<file path="src/design/kmeans_color_clustering_macros.svh">
// Assertion macros shared by the colour clustering RTL.
// No dependencies; included by files that carry concurrent checks.
`ifndef KMEANS_COLOR_CLUSTERING_MACROS_SVH
`define KMEANS_COLOR_CLUSTERING_MACROS_SVH

// Same-cycle implication, sampled on clk, disabled in reset.
`define KCC_ASSERT_IMP(label, ante, cons, msg) \
    label: assert property (@(posedge clk) disable iff (!rst_n) (ante) |-> (cons)) \
        else $error(msg);

// Next-cycle implication, sampled on clk, disabled in reset.
`define KCC_ASSERT_NXT(label, ante, cons, msg) \
    label: assert property (@(posedge clk) disable iff (!rst_n) (ante) |=> (cons)) \
        else $error(msg);

`endif

</file>
<file path="src/design/kcc_pkg.sv">
// Shared constants, types and helpers for the colour clustering block.
// No dependencies; imported by kcc_divider, kcc_l1dist and the top level.
package kcc_pkg;

    localparam int MAX_PIXELS   = 4096;
    localparam int PIX_AW       = $clog2(MAX_PIXELS);
    localparam int CNT_W        = PIX_AW + 1;
    localparam int MAX_CLUSTERS = 16;
    localparam int CL_W         = $clog2(MAX_CLUSTERS);
    localparam int K_W          = CL_W + 1;
    localparam int CHAN_W       = 8;
    localparam int PIX_W        = 3 * CHAN_W;
    localparam int SUM_W        = CHAN_W + PIX_AW;
    localparam int DIST_W       = CHAN_W + 2;
    localparam int ITER_W       = 10;
    localparam int SEED_W       = 32;
    localparam int DIV_W        = 32;
    localparam int DIV_CW       = $clog2(DIV_W);
    localparam int OUT_W        = 40;

    localparam logic [SEED_W-1:0] LFSR_MASK       = 32'h8020_0003;
    localparam logic [K_W-1:0]    RST_CLUSTERS    = 5'd4;
    localparam logic [ITER_W-1:0] RST_MAX_ITER    = 10'd800;
    localparam logic [SEED_W-1:0] RST_SEED        = 32'd1;

    localparam logic [1:0] CFG_CLUSTER_COUNT = 2'd0;
    localparam logic [1:0] CFG_MAX_ITER      = 2'd1;
    localparam logic [1:0] CFG_RANDOM_SEED   = 2'd2;

    typedef struct packed {
        logic              start;
        logic [DIV_W-1:0]  dividend;
        logic [CNT_W-1:0]  divisor;
    } kcc_div_req_t;

    typedef struct packed {
        logic busy;
        logic done;
    } kcc_div_stat_t;

    // one Galois step, shifting right
    function automatic logic [SEED_W-1:0] lfsr_step(input logic [SEED_W-1:0] v);
        logic [SEED_W-1:0] s;
        s = v >> 1;
        if (v[0])
        begin
            s = s ^ LFSR_MASK;
        end
        return s;
    endfunction

endpackage

</file>
<file path="src/design/kcc_l1dist.sv">
// L1 distance between a pixel and a centre, three byte channels.
// Depends on kcc_pkg.
module kcc_l1dist (
    input  logic [kcc_pkg::PIX_W-1:0]  pixel,
    input  logic [kcc_pkg::PIX_W-1:0]  centre,
    output logic [kcc_pkg::DIST_W-1:0] dist_sum
);
    import kcc_pkg::*;

    logic [CHAN_W-1:0] diff [3];

    always_comb
    begin
        for (int c = 0; c < 3; c++)
        begin
            if (pixel[c*CHAN_W +: CHAN_W] > centre[c*CHAN_W +: CHAN_W])
            begin
                diff[c] = pixel[c*CHAN_W +: CHAN_W] - centre[c*CHAN_W +: CHAN_W];
            end
            else
            begin
                diff[c] = centre[c*CHAN_W +: CHAN_W] - pixel[c*CHAN_W +: CHAN_W];
            end
        end
        dist_sum = DIST_W'(diff[0]) + DIST_W'(diff[1]) + DIST_W'(diff[2]);
    end

endmodule

</file>
<file path="config.mk">
export PLATFORM = sky130hd
export DESIGN_NAME = kcc_l1dist
export DESIGN_NICKNAME = d
export VERILOG_FILES = /design/src/design/kmeans_color_clustering_macros.svh /design/src/design/kcc_pkg.sv /design/src/design/kcc_l1dist.sv
export SDC_FILE = /design/constraint.sdc
export NUM_CORES = 1
export LEC_CHECK = 0
export BUFFER_PORTS_ARGS = -buffer_cell sky130_fd_sc_hd__clkbuf_2
export CORE_MARGIN = 2
export CORE_UTILIZATION = 35
export DETAILED_ROUTE_END_ITERATION = 6
export GPL_TIMING_DRIVEN = 0
export PLACE_DENSITY_LB_ADDON = 0.1
export SLEW_MARGIN = 30
export SYNTH_ARGS = -nofsm -noshare
export SYNTH_HDL_FRONTEND = slang
export SYNTH_SLANG_ARGS = --single-unit
</file>
<file path="constraint.sdc">
create_clock -name vclk -period 6.1
set_clock_uncertainty 0.1 [all_clocks]
set_input_delay 0.915 -clock vclk [all_inputs]
set_output_delay 0.915 -clock vclk [all_outputs]
set_load 0.02 [all_outputs]
</file>
==> results.yml <==
run_status:
  status: "finished, final reports clean"
global_route:
  grt_use_total: 0.145
  grt_pass1_wl_um: 9500
  antenna_found_initial: 0
  overflow: 0
  grt_max_degree: 11
  grt_pass1_vias: 2211
worst_hold_path:
  hold_path.class: "input port to primary output"
  worstHoldStart: "centre[8]"
synthesis:
  synth.most_common_cell: "inv_1"
  synth_nets: 442
  synth.distinct_cells: 44
  synth_top_area_cell: "ha_1"
  yosys.area.top_type_share: 0.257
  yosysSeqAreaShare: 0
  ys_top_cells_by_area: "ha_1, fa_1, inv_1"
  synthCells: 327
  synth_common_cells: "inv_1, ha_1, a21oi_1"
  ys_warn_count: 0
  avgSynthCellArea_um2: 7.75
  synth_area_um2: 2530
timing:
  min_period_over_period: 0.951
  fin_ws_ns: 0.302
  slew_headroom: 0.735
  fin_hold_ws_ns: 2.45
  setup_viol: 0
  worstMarginPinSlew_ns: 0.394
  rsz0062_at_grt: "no"
  period_minus_slack_ns: 5.80
  fmax_mhz: 172
  finalHoldViolations: 0
  report.final.slew_viol_count: 0
  fin_setup_tns_ns: 0
setup_path:
  cpMostUsedCell: "fa_1"
  cpMaxStageDelayCell: "fa_1"
  required_ns: 5.08
  path_max_fanout: 4
  crit_path_end_kind: "primary output"
  startpoint: "pixel[0]"
  cp_cell_sequence: "clkbuf_2 > inv_1 > ha_1 > inv_1 > fa_1 > nand3_1 > a21oi_2 > o41ai_4 > buf_4 > mux2i_1 > xor2_1 > fa_1 > fa_1 > nor2b_1 > o21ai_1 > a21boi_1 > o21ai_0 > a21oi_1 > clkbuf_2"
  worstSetupStartpointType: "input port"
  crit_path_max_incr_delay_ns: 0.50
  crit_arrival_ns: 4.78
  critPathKind: "input port to primary output"
final_layout:
  regArea_um2: 0
  drive_gt1_frac: 0.236
  n_fill_cell: 801
  antennaDiodeCount: 0
  seq_cells: 0
  nets: 503
  layoutNonFillerInstCount: 485
  n_clock_buffer: 0
  area_growth_pct: 18.2
placed_design:
  place_congestion: 0.774
  portBuffers: 58
  place_inst: 484
  detailed_place_hpwl_um: 5060
  dp_slack_ns: -0.145
floorplanning:
  die_w_um: 89.1
  dieArea_um2: 7940
  rows: 31
  core_area_um2: 7140
  boundaryPins: 58
  die_h_um: 89.1
  initial_core_util: 0.355
route:
  drt_iter0_drc: 55
  wl_um: 5660
  viasPerCell: 4.83
  routedWlPerCell_um: 11.7
  via_count: 2341
  drc: 0
  dr.pass1.iters: 4
  drtAntennaViolNets: 0
power:
  pwr_density_cell_nw_per_um2: 289
  p_leak_uw: 0.00169
  vdd_drop_max_uv: 167
job:
  max_cap_violations: 0
## stage by stage
stage          instance area, um2   util  power (uW)
6_report                     3000  0.420         866
5_1_grt                      3000  0.420         975
4_1_cts                      2960  0.415         871
3_5_place_dp                 2950  0.413         864
3_3_place_gp                 2950  0.413         856
2_1_floorplan                2530      -         629
## logic make-up (layout without fill, tap and decap cells)
kind of cell,Yosys count,count (layout),share of synthesized area
compound gates,81,81,0.227
fa+ha+maj,67,67,0.375
simple gates,57,57,0.114
xor+xnor,19,19,0.0656
mux,21,21,0.0849
buf+inv,82,141,0.134
## cells in the final DEF, fill, tap and decap left out, types with 3 or more instances in the layout
cell type	n
nand3_1	9
a21oi_1	25
nor3_1	3
a21o_1	13
mux2_2	4
fa_1	15
a211oi_1	7
ha_1	50
nor2_1	8
nand4_1	5
mux2i_1	15
xor2_1	8
buf_2	4
nand2_1	18
nand3b_1	5
buf_6	3
inv_1	70
xnor2_1	11
buf_4	6
clkbuf_2	58
o21ai_0	8
a31oi_1	6
## worst paths after layout
kind / end / slack [ns] / depth (start not counted)
worst max-delay path: dist_sum[7] / 0.30 / 19
worst min-delay path: dist_sum[0] / 2.45 / 5
## final cells by class
class / count / area (um2) / share of cell area
Multi-Input combinational cell: 245 / 2220 / 0.741
Tap cell: 99 / 124 / 0.0413
Inverter: 70 / 263 / 0.0877
Buffer: 8 / 61.3 / 0.0205
Timing Repair Buffer: 63 / 328 / 0.109
## critical path: cells and delay by family
kind / cells / cell delay, ns
AOI/OAI and AO/OA: 6 / 0.98
xor gates and xnor gates: 1 / 0.27
adders and majority gates: 4 / 1.52
buffers and inverters: 5 / 0.61
muxes: 1 / 0.21
and+or+nand+nor: 2 / 0.28
## per-layer routing
metal,vias up,global-route usage,share of wire
li1,1231,-,-
met1,1082,0.199,0.47
met2,28,0.271,0.51
met3,0,0.000923,0.021
met4,0,0,0
met5,-,0,0
## timing repair
| action | 4_1_cts | 5_1_grt |
|---|---|---|
| endpoints found under the setup margin | 2 | 5 |
| resized for setup | 0 | 8 |
| pin swaps | 2 | 1 |
| hold buffers | 0 | 0 |
| gates cloned | 0 | 0 |
| setup buffers | 2 | 3 |
## power by group
group	internal, uW	switching [uW]
registers	0	0
logic	353	513
clock network	0	0
total	353	513
(Power assumes the default switching activity.)
