--- src/design/kmeans_color_clustering_macros.svh ---
// Assertion macros shared by the colour clustering RTL.
// No dependencies; included by files that carry concurrent checks.
`ifndef KMEANS_COLOR_CLUSTERING_MACROS_SVH
`define KMEANS_COLOR_CLUSTERING_MACROS_SVH

// Same-cycle implication, sampled on clk, disabled in reset.
`define KCC_ASSERT_IMP(label, ante, cons, msg) \
    label: assert property (@(posedge clk) disable iff (!rst_n) (ante) |-> (cons)) \
        else $error(msg);

// Next-cycle implication, sampled on clk, disabled in reset.
`define KCC_ASSERT_NXT(label, ante, cons, msg) \
    label: assert property (@(posedge clk) disable iff (!rst_n) (ante) |=> (cons)) \
        else $error(msg);

`endif

--- src/design/kcc_pkg.sv ---
// Shared constants, types and helpers for the colour clustering block.
// No dependencies; imported by kcc_divider, kcc_l1dist and the top level.
package kcc_pkg;

    localparam int MAX_PIXELS   = 4096;
    localparam int PIX_AW       = $clog2(MAX_PIXELS);
    localparam int CNT_W        = PIX_AW + 1;
    localparam int MAX_CLUSTERS = 16;
    localparam int CL_W         = $clog2(MAX_CLUSTERS);
    localparam int K_W          = CL_W + 1;
    localparam int CHAN_W       = 8;
    localparam int PIX_W        = 3 * CHAN_W;
    localparam int SUM_W        = CHAN_W + PIX_AW;
    localparam int DIST_W       = CHAN_W + 2;
    localparam int ITER_W       = 10;
    localparam int SEED_W       = 32;
    localparam int DIV_W        = 32;
    localparam int DIV_CW       = $clog2(DIV_W);
    localparam int OUT_W        = 40;

    localparam logic [SEED_W-1:0] LFSR_MASK       = 32'h8020_0003;
    localparam logic [K_W-1:0]    RST_CLUSTERS    = 5'd4;
    localparam logic [ITER_W-1:0] RST_MAX_ITER    = 10'd800;
    localparam logic [SEED_W-1:0] RST_SEED        = 32'd1;

    localparam logic [1:0] CFG_CLUSTER_COUNT = 2'd0;
    localparam logic [1:0] CFG_MAX_ITER      = 2'd1;
    localparam logic [1:0] CFG_RANDOM_SEED   = 2'd2;

    typedef struct packed {
        logic              start;
        logic [DIV_W-1:0]  dividend;
        logic [CNT_W-1:0]  divisor;
    } kcc_div_req_t;

    typedef struct packed {
        logic busy;
        logic done;
    } kcc_div_stat_t;

    // one Galois step, shifting right
    function automatic logic [SEED_W-1:0] lfsr_step(input logic [SEED_W-1:0] v);
        logic [SEED_W-1:0] s;
        s = v >> 1;
        if (v[0])
        begin
            s = s ^ LFSR_MASK;
        end
        return s;
    endfunction

endpackage

--- src/design/kcc_divider.sv ---
// Restoring divider, one quotient bit per cycle.
// Depends on kcc_pkg.
module kcc_divider (
    input  logic                        clk,
    input  logic                        rst_n,
    input  kcc_pkg::kcc_div_req_t       req,
    output kcc_pkg::kcc_div_stat_t      stat,
    output logic [kcc_pkg::DIV_W-1:0]   quotient,
    output logic [kcc_pkg::CNT_W-1:0]   remainder
);
    import kcc_pkg::*;

    logic              busy_reg, busy_next;
    logic              done_reg, done_next;
    logic [DIV_CW-1:0] cnt_reg, cnt_next;
    logic [DIV_W-1:0]  quo_reg, quo_next;
    logic [CNT_W-1:0]  rem_reg, rem_next;
    logic [CNT_W-1:0]  dvs_reg, dvs_next;
    logic [CNT_W:0]    trial;

    always_comb
    begin
        busy_next = busy_reg;
        done_next = 1'b0;
        cnt_next  = cnt_reg;
        quo_next  = quo_reg;
        rem_next  = rem_reg;
        dvs_next  = dvs_reg;
        trial     = {rem_reg, quo_reg[DIV_W-1]};
        if (!busy_reg)
        begin
            if (req.start)
            begin
                busy_next = 1'b1;
                cnt_next  = '0;
                quo_next  = req.dividend;
                rem_next  = '0;
                dvs_next  = req.divisor;
            end
        end
        else
        begin
            // remainder stays below divisor, so the trial fits
            if (trial >= {1'b0, dvs_reg})
            begin
                rem_next = CNT_W'(trial - {1'b0, dvs_reg});
                quo_next = {quo_reg[DIV_W-2:0], 1'b1};
            end
            else
            begin
                rem_next = trial[CNT_W-1:0];
                quo_next = {quo_reg[DIV_W-2:0], 1'b0};
            end
            cnt_next = cnt_reg + 1'b1;
            if (cnt_reg == DIV_CW'(DIV_W - 1))
            begin
                busy_next = 1'b0;
                done_next = 1'b1;
            end
        end
    end

    always_ff @(posedge clk or negedge rst_n)
    begin
        if (!rst_n)
        begin
            busy_reg <= 1'b0;
            done_reg <= 1'b0;
            cnt_reg  <= '0;
        end
        else
        begin
            busy_reg <= busy_next;
            done_reg <= done_next;
            cnt_reg  <= cnt_next;
        end
    end

    always_ff @(posedge clk)
    begin
        quo_reg <= quo_next;
        rem_reg <= rem_next;
        dvs_reg <= dvs_next;
    end

    assign stat.busy = busy_reg;
    assign stat.done = done_reg;
    assign quotient  = quo_reg;
    assign remainder = rem_reg;

endmodule

--- config.mk ---
export PLATFORM = sky130hd
export DESIGN_NAME = kcc_divider
export DESIGN_NICKNAME = d
export VERILOG_FILES = /design/src/design/kmeans_color_clustering_macros.svh /design/src/design/kcc_pkg.sv /design/src/design/kcc_divider.sv
export SDC_FILE = /design/constraint.sdc
export NUM_CORES = 1
export LEC_CHECK = 0
export BUFFER_PORTS_ARGS = -buffer_cell sky130_fd_sc_hd__buf_2
export CELL_PAD_IN_SITES_DETAIL_PLACEMENT = 0
export CELL_PAD_IN_SITES_GLOBAL_PLACEMENT = 2
export CORE_ASPECT_RATIO = 0.9
export CORE_MARGIN = 1
export CORE_UTILIZATION = 37
export DETAILED_ROUTE_END_ITERATION = 6
export PLACE_DENSITY_LB_ADDON = 0.1
export SETUP_SLACK_MARGIN = 0.4
export SYNTH_ARGS = -nofsm -noshare
export SYNTH_HDL_FRONTEND = slang
export SYNTH_SLANG_ARGS = --single-unit
--- constraint.sdc ---
create_clock -name clk -period 7.65 [get_ports clk]
set_input_delay 1.1475 -clock clk [delete_from_list [all_inputs] [get_ports clk]]
set_output_delay 1.1475 -clock clk [all_outputs]
set_load 0.005 [all_outputs]
==> out/qor.csv, run 1 <==
stage,metric,value,unit
outcome,run status,"complete, no violations",
route,antenna-violating nets left,0,
finish,Layout area overhead,23.5,%
critical_path,FF-to-FF End,quotient[0],
sta,Worst-Margin Slew,1100,ps
logic_synthesis,Netlist cell types,45,
sta,hold_ws,509,ps
hold_path,end of the worst hold path,cnt_reg[4],
critical_path,Critical Path End Type,flop,
clock_tree,Worst-Skew Late Latency,340,ps
floorplanning,die extent in y,92.4,um
placed_design,DP Wirelength,5090,um
placed_design,placed cell area,3950,sq um
sta,Layout Skew,6.30,ps
logic_synthesis,Synth Register Bits,65,
logic_synthesis,"EDFF count, synth",58,
route,DR vias,2284,
sta,final setup vio count,0,
critical_path,"Req. time, crit path",7700,ps
power,Tot Pwr,1.77,mW
floorplanning,Die W,102,um
run,Max-Cap Viols,0,
placed_design,number of port buffers,94,
power,Leak,1.82,nW
logic_synthesis,Mapped Area,3360,sq um
floorplanning,full die area,9460,sq um
placed_design,GP Congestion,0.816,
critical_path,CP Launch Type,flop,
finish,max FFs per register,32,
sta,period utilisation layout,37.7,%
global_route,initial antenna violation count,0,
critical_path,Worst EP arrival,2930,ps
clock_tree,TritonCTS Buffers,9,
critical_path,worst r2r src,quotient[31],
floorplanning,number of cell rows,32,
global_route,vias in the first global route,2184,
logic_synthesis,Syn Inst Count,256,
route,final wirelength,7270,um
logic_synthesis,synth warn,0,
logic_synthesis,Syn Nets,320,
critical_path,FF-to-FF path depth,10,
floorplanning,Initial Util,38.7,%
sta,Tmin final,2890,ps
sta,Slew headroom,26.4,%
logic_synthesis,ys async rst share,10.8,%
route,WL/cell,15.2,um
clock_tree,post-CTS setup buffers,0,
floorplanning,I/O Pins,95,
route,initial DRC count,62,
critical_path,Worst Path Max Fanout,16,
hold_path,Cells on Worst Hold Path,1,
logic_synthesis,Mean Syn Cell Area,13.1,sq um
finish,diode count,0,
clock_tree,Root Buffer,clkbuf_8,
critical_path,FF-to-FF setup slack,4760,ps
clock_tree,H-tree levels,3,
finish,Nets,418,
floorplanning,Core ar.,8690,sq um
logic_synthesis,ys flop type,edfxtp_1,
power,maximum vdd drop,0.160,mV
clock_tree,"Clk pin slew, worst setup/hold paths",80,ps
sta,final hold violation count,0,
clock_tree,hold_buf cts,0,
sta,Slew Limit Fails,0,
clock_tree,Sinks on Clock Net,65,
power,Power per Cell Area,428,nW/um^2
clock_tree,CTS tree,done,
global_route,largest net degree at the start of global routing,58,
clock_tree,clk buf depth,2,
global_route,total global routing overflow,0,
route,drt via density,4.78,
critical_path,worst setup path class,reg2reg,
sta,RSZ-0062 raised after global routing,false,
hold_path,hold_sp,cnt_reg[4],
hold_path,Hold Crit Class,reg2reg,
global_route,gr usage total,16.4,%
finish,share of cells above drive strength 1,42.3,%
placed_design,pre-CTS setup slack,4790,ps
global_route,first-pass GRT wire length,11600,um
sta,FMAX,347,MHz
route,DRC viols,0,
route,1st-pass router iterations,4,
logic_synthesis,post-synthesis sequential area ratio,57.1,%
finish,"Design Area, Final",4150,sq um
sta,final worst slack,4760,ps
sta,Sum Neg Setup Slack,0,ps
clock_tree,post-cts resize count,0,
## routing by layer
layer	track usage, %	vias up	share of wire [%]
met3	5.96	6	5.2
li1	-	1147	-
met4	3.93	0	0.94
met1	22.7	1076	49
met2	24.3	55	45
met5	0	-	0
## cells by family (layout without fill, tap and decap cells)
| group | count (synthesis) | in the layout | share of synthesized area (%) |
|---|---|---|---|
| and+or+nand+nor | 58 | 58 | 8.79 |
| muxes | 37 | 37 | 12.2 |
| DFF | 65 | 65 | 57.1 |
| xor gates and xnor gates | 10 | 10 | 2.61 |
| adders and majority gates | 16 | 16 | 6.18 |
| AOI/OAI and AO/OA | 43 | 43 | 9.68 |
| buffers and inverters | 27 | 130 | 3.46 |
## placed cells by master (no fill, tap or decap), types with 3 or more instances in the layout
cell type and n:
xnor2_1 5, dfrtp_1 6, a21oi_1 10, edfxtp_1 58, xor2_1 5, nand2_1 15
nand3_1 8, o21ai_0 5, o211a_1 3, mux2i_1 5, nor2b_1 8, a21boi_0 5
nor2_1 11, clkbuf_8 9, mux2_2 32, nor3_1 3, buf_2 94, clkinv_4 3
inv_1 17, ha_1 15
## worst max-delay path, cell delays in order, from the launching register on
cell and delay, ps:
edfxtp_1 410, inv_1 70, ha_1 150, inv_1 50, fa_1 420, a211o_1 330, a221o_2 390, o211ai_4 280
nand2_4 200, nand2_1 170, o21ai_0 110
## where the power goes
part | total, mW | switching (mW) | internal, mW
Sequential | 0.712 | 0.110 | 0.601
Combinational | 0.763 | 0.373 | 0.390
Clock | 0.299 | 0.146 | 0.153
## cells in the mapped netlist, drive strengths merged, types with 3 or more instances
| library cell | number | area [sq um] |
|---|---|---|
| mux2 | 32 | 360 |
| ha | 15 | 188 |
| nor2b | 8 | 50.1 |
| o21ai | 5 | 25.0 |
| nand3 | 8 | 40.0 |
| xor2 | 5 | 43.8 |
| o211a | 3 | 30.0 |
| a21oi | 10 | 50.1 |
| inv | 18 | 67.6 |
| nand2 | 16 | 67.6 |
| a21o | 3 | 23.8 |
| nor2 | 11 | 41.3 |
| nor3 | 3 | 15.0 |
| edfxtp | 58 | 1740 |
| dfrtp | 7 | 175 |
| mux2i | 5 | 50.1 |
| xnor2 | 5 | 43.8 |
| and3 | 3 | 21.3 |
| buf | 3 | 26.3 |
| a21boi | 6 | 45.1 |
| clkbuf | 6 | 22.5 |
## area by class of cell
type	count	area (sq um)
tap	119	149
timing repair buffer	96	485
clock inverter	7	80.1
multi-input combinational	164	1330
sequential	65	1920
clock buffer	9	124
inverter	18	67.6
fill	843	4540
## metrics by stage
step | instances | util (%)
floorplan | 256 | -
global placement | 462 | 45.4
detailed placement | 462 | 45.4
CTS | 478 | 47.8
global route | 478 | 47.8
finish | 478 | 47.8
## worst max path at each step
stage	startpoint	endpoint	slack [ps]	depth (start not counted)
after global placement	quotient[31]	quotient[0]	4860	10
after global routing	quotient[31]	quotient[0]	4610	10
after CTS	busy_reg	stat[1]	4750	1
after floorplan	quotient[31]	remainder[2]	4920	10
final	quotient[31]	quotient[0]	4760	10
after detailed placement	quotient[31]	quotient[0]	4790	10
Note: power is estimated with default switching activity, not from simulation.
==> run 2, diff against run 1 <==
--- a/config.mk
+++ b/config.mk
@@ -10,7 +10,7 @@
 export CELL_PAD_IN_SITES_GLOBAL_PLACEMENT = 2
 export CORE_ASPECT_RATIO = 0.9
 export CORE_MARGIN = 1
-export CORE_UTILIZATION = 37
+export CORE_UTILIZATION = 31
 export DETAILED_ROUTE_END_ITERATION = 6
 export PLACE_DENSITY_LB_ADDON = 0.1
 export SETUP_SLACK_MARGIN = 0.4
==> constraint.sdc (replaced) <==
create_clock -name clk -period 2.4 [get_ports clk]
set_input_delay 0.36 -clock clk [delete_from_list [all_inputs] [get_ports clk]]
set_output_delay 0.36 -clock clk [all_outputs]
set_load 0.005 [all_outputs]
==> run 2 against run 1 <==
  * The flow now finishes with violations (DRC, setup timing)
  * Critical path depth stayed put
  * Core utilization fell by 4.9 points
  * Setup slack got worse by 5000 ps
  * Clock-buffer cell count increased by 1
  * Global-route usage shrank 2.3 points
  * Critical path type unchanged
  * Largest cell class unchanged
==> out/qor.csv, run 2 (synthesis results as in run 1) <==
stage,metric,value,unit
route,DR vias,2397,
power,Leak,1.97,nW
sta,Slew Limit Fails,0,
critical_path,CP Launch Type,flop,
global_route,total global routing overflow,0,
route,drt via density,4.71,
clock_tree,clk buf depth,2,
sta,RSZ-0062 raised after global routing,true,
route,final wirelength,7620,um
global_route,gr usage total,14.2,%
sta,FMAX,376,MHz
critical_path,FF-to-FF End,remainder[5],
finish,Layout Cells excl Fill,509,
finish,share of cells above drive strength 1,47.1,%
placed_design,DP Wirelength,5210,um
run,Max-Cap Viols,0,
critical_path,worst r2r src,quotient[31],
clock_tree,Root Buffer,clkbuf_16,
finish,max FFs per register,32,
global_route,first-pass GRT wire length,12300,um
placed_design,GP Congestion,0.728,
clock_tree,"Clk pin slew, worst setup/hold paths",60,ps
finish,diode count,0,
finish,"commonest non-fill, non-tap cell in the layout",buf_2,
power,Comb power frac,44.2,%
floorplanning,Die W,112,um
critical_path,FF-to-FF path depth,10,
floorplanning,Core ar.,10400,sq um
clock_tree,CTS tree,done,
sta,Tmin final,2660,ps
hold_path,Hold Crit Class,in2reg,
power,Net Sw Power,2.10,mW
critical_path,Worst EP arrival,2750,ps
route,initial DRC count,83,
sta,Worst-Margin Slew,648,ps
placed_design,number of port buffers,94,
floorplanning,Initial Util,32.4,%
power,sequential group share of total power,34.8,%
clock_tree,TritonCTS Buffers,9,
power,Tot Pwr,6.27,mW
finish,Nets,439,
power,Sw Ratio,33.5,%
floorplanning,number of cell rows,35,
sta,final hold violation count,0,
power,maximum vdd drop,0.636,mV
sta,period utilisation layout,111,%
floorplanning,die extent in y,101,um
finish,Layout area overhead,32.5,%
critical_path,worst setup path class,reg2reg,
global_route,largest net degree at the start of global routing,57,
critical_path,"Req. time, crit path",2490,ps
floorplanning,I/O Pins,95,
critical_path,Critical Path End Type,flop,
power,Power per Cell Area,1410,nW/um^2
placed_design,Cells after DPL,487,
route,antenna-violating nets left,0,
finish,most frequent cells in the layout,"buf_2, edfxtp_1, mux2_2",
power,Cell Int Power,4.17,mW
clock_tree,Sinks on Clock Net,65,
sta,final setup vio count,14,
placed_design,pre-CTS setup slack,-263,ps
outcome,run status,"finished, violations left",
finish,Layout Utilization,42.9,%
clock_tree,Worst-Skew Late Latency,330,ps
sta,Layout Skew,7.86,ps
critical_path,Worst Path Max Fanout,8,
route,1st-pass router iterations,6,
critical_path,Worst Setup EP,remainder[5],
global_route,initial antenna violation count,0,
sta,Slew headroom,56.8,%
global_route,vias in the first global route,2461,
route,WL/cell,15.0,um
sta,final worst slack,-263,ps
clock_tree,H-tree levels,3,
critical_path,CP startpoint,quotient[31],
route,DRC viols,3,
floorplanning,full die area,11300,sq um
outcome,violated checks,"DRC, setup timing",
power,clock share of power,21.0,%
critical_path,FF-to-FF setup slack,-260,ps
run 2: cell count changes in the layout (fill, tap and decap cells not counted), moves of 3 or more:
cell,before,now
a21boi_0,5,1
a21boi_1,1,5
buf_4,2,20
clkbuf_16,0,9
clkbuf_8,9,0
clkinv_4,3,0
run 2: power by group through the flow:
| stage | combinational, mW | clock (mW) | sequential (mW) |
|---|---|---|---|
| floorplan | 1.68 | 0 | 2.22 |
| global placement | 2.66 | 0 | 2.21 |
| detailed placement | 2.67 | 0 | 2.21 |
| CTS | 2.74 | 1.36 | 2.20 |
| global route | 3.09 | 1.39 | 2.27 |
| finish | 2.77 | 1.32 | 2.18 |
run 2: worst min-delay path by stage:
stage            from    endpoint  slack [ps]  cells after the start
2_1_floorplan   rst_n    busy_reg          60                      0
3_3_place_gp    rst_n  cnt_reg[1]         210                      1
3_5_place_dp    rst_n  cnt_reg[1]         210                      1
4_1_cts        req[5]  dvs_reg[5]         180                      1
5_1_grt        req[6]  dvs_reg[6]         190                      1
6_report       req[9]  dvs_reg[9]         200                      1
run 2: worst max-delay path: stages, from the launching register on:
cell and delay, ps:
edfxtp_1 380, inv_1 70, ha_2 180, inv_2 40, fa_2 350, a211o_1 320, a221o_2 370, o211ai_4 300
nand2_8 140, mux2i_1 210, nor2b_1 60
run 2: repair_timing:
item,in CTS,in global routing
pin swaps,0,4
gates resized for setup,6,6
endpoints found under the hold margin,7,0
cloned,0,1
setup endpoints to repair,14,14
setup buffers,1,3
hold buffers,1,0
run 2: per-stage QoR:
step	setup TNS, ps	instance area, sq um	hold slack, ps
final	-3170	4450	197
after global routing	-4750	4450	186
after CTS	-3000	4410	185
after floorplan	-2280	3370	64.4
after detailed placement	-3010	4080	213
after global placement	-2450	4080	210
run 2: final cells by class:
| type | instances | area [sq um] |
|---|---|---|
| timing repair buffer | 116 | 642 |
| sequential | 65 | 1920 |
| clock buffer | 10 | 229 |
| inverter | 18 | 71.3 |
| tap | 129 | 161 |
| fill | 981 | 5930 |
| clock inverter | 6 | 65.1 |
| multi-input combinational | 165 | 1370 |
run 2: per-layer routing:
metal  global-route usage, %  up-vias  wire [um]
met5                       0        -          0
met4                    5.61        0        116
met3                    6.19        9        615
met2                    21.7       69       3330
met1                    17.6     1125       3560
li1                        -     1194          -
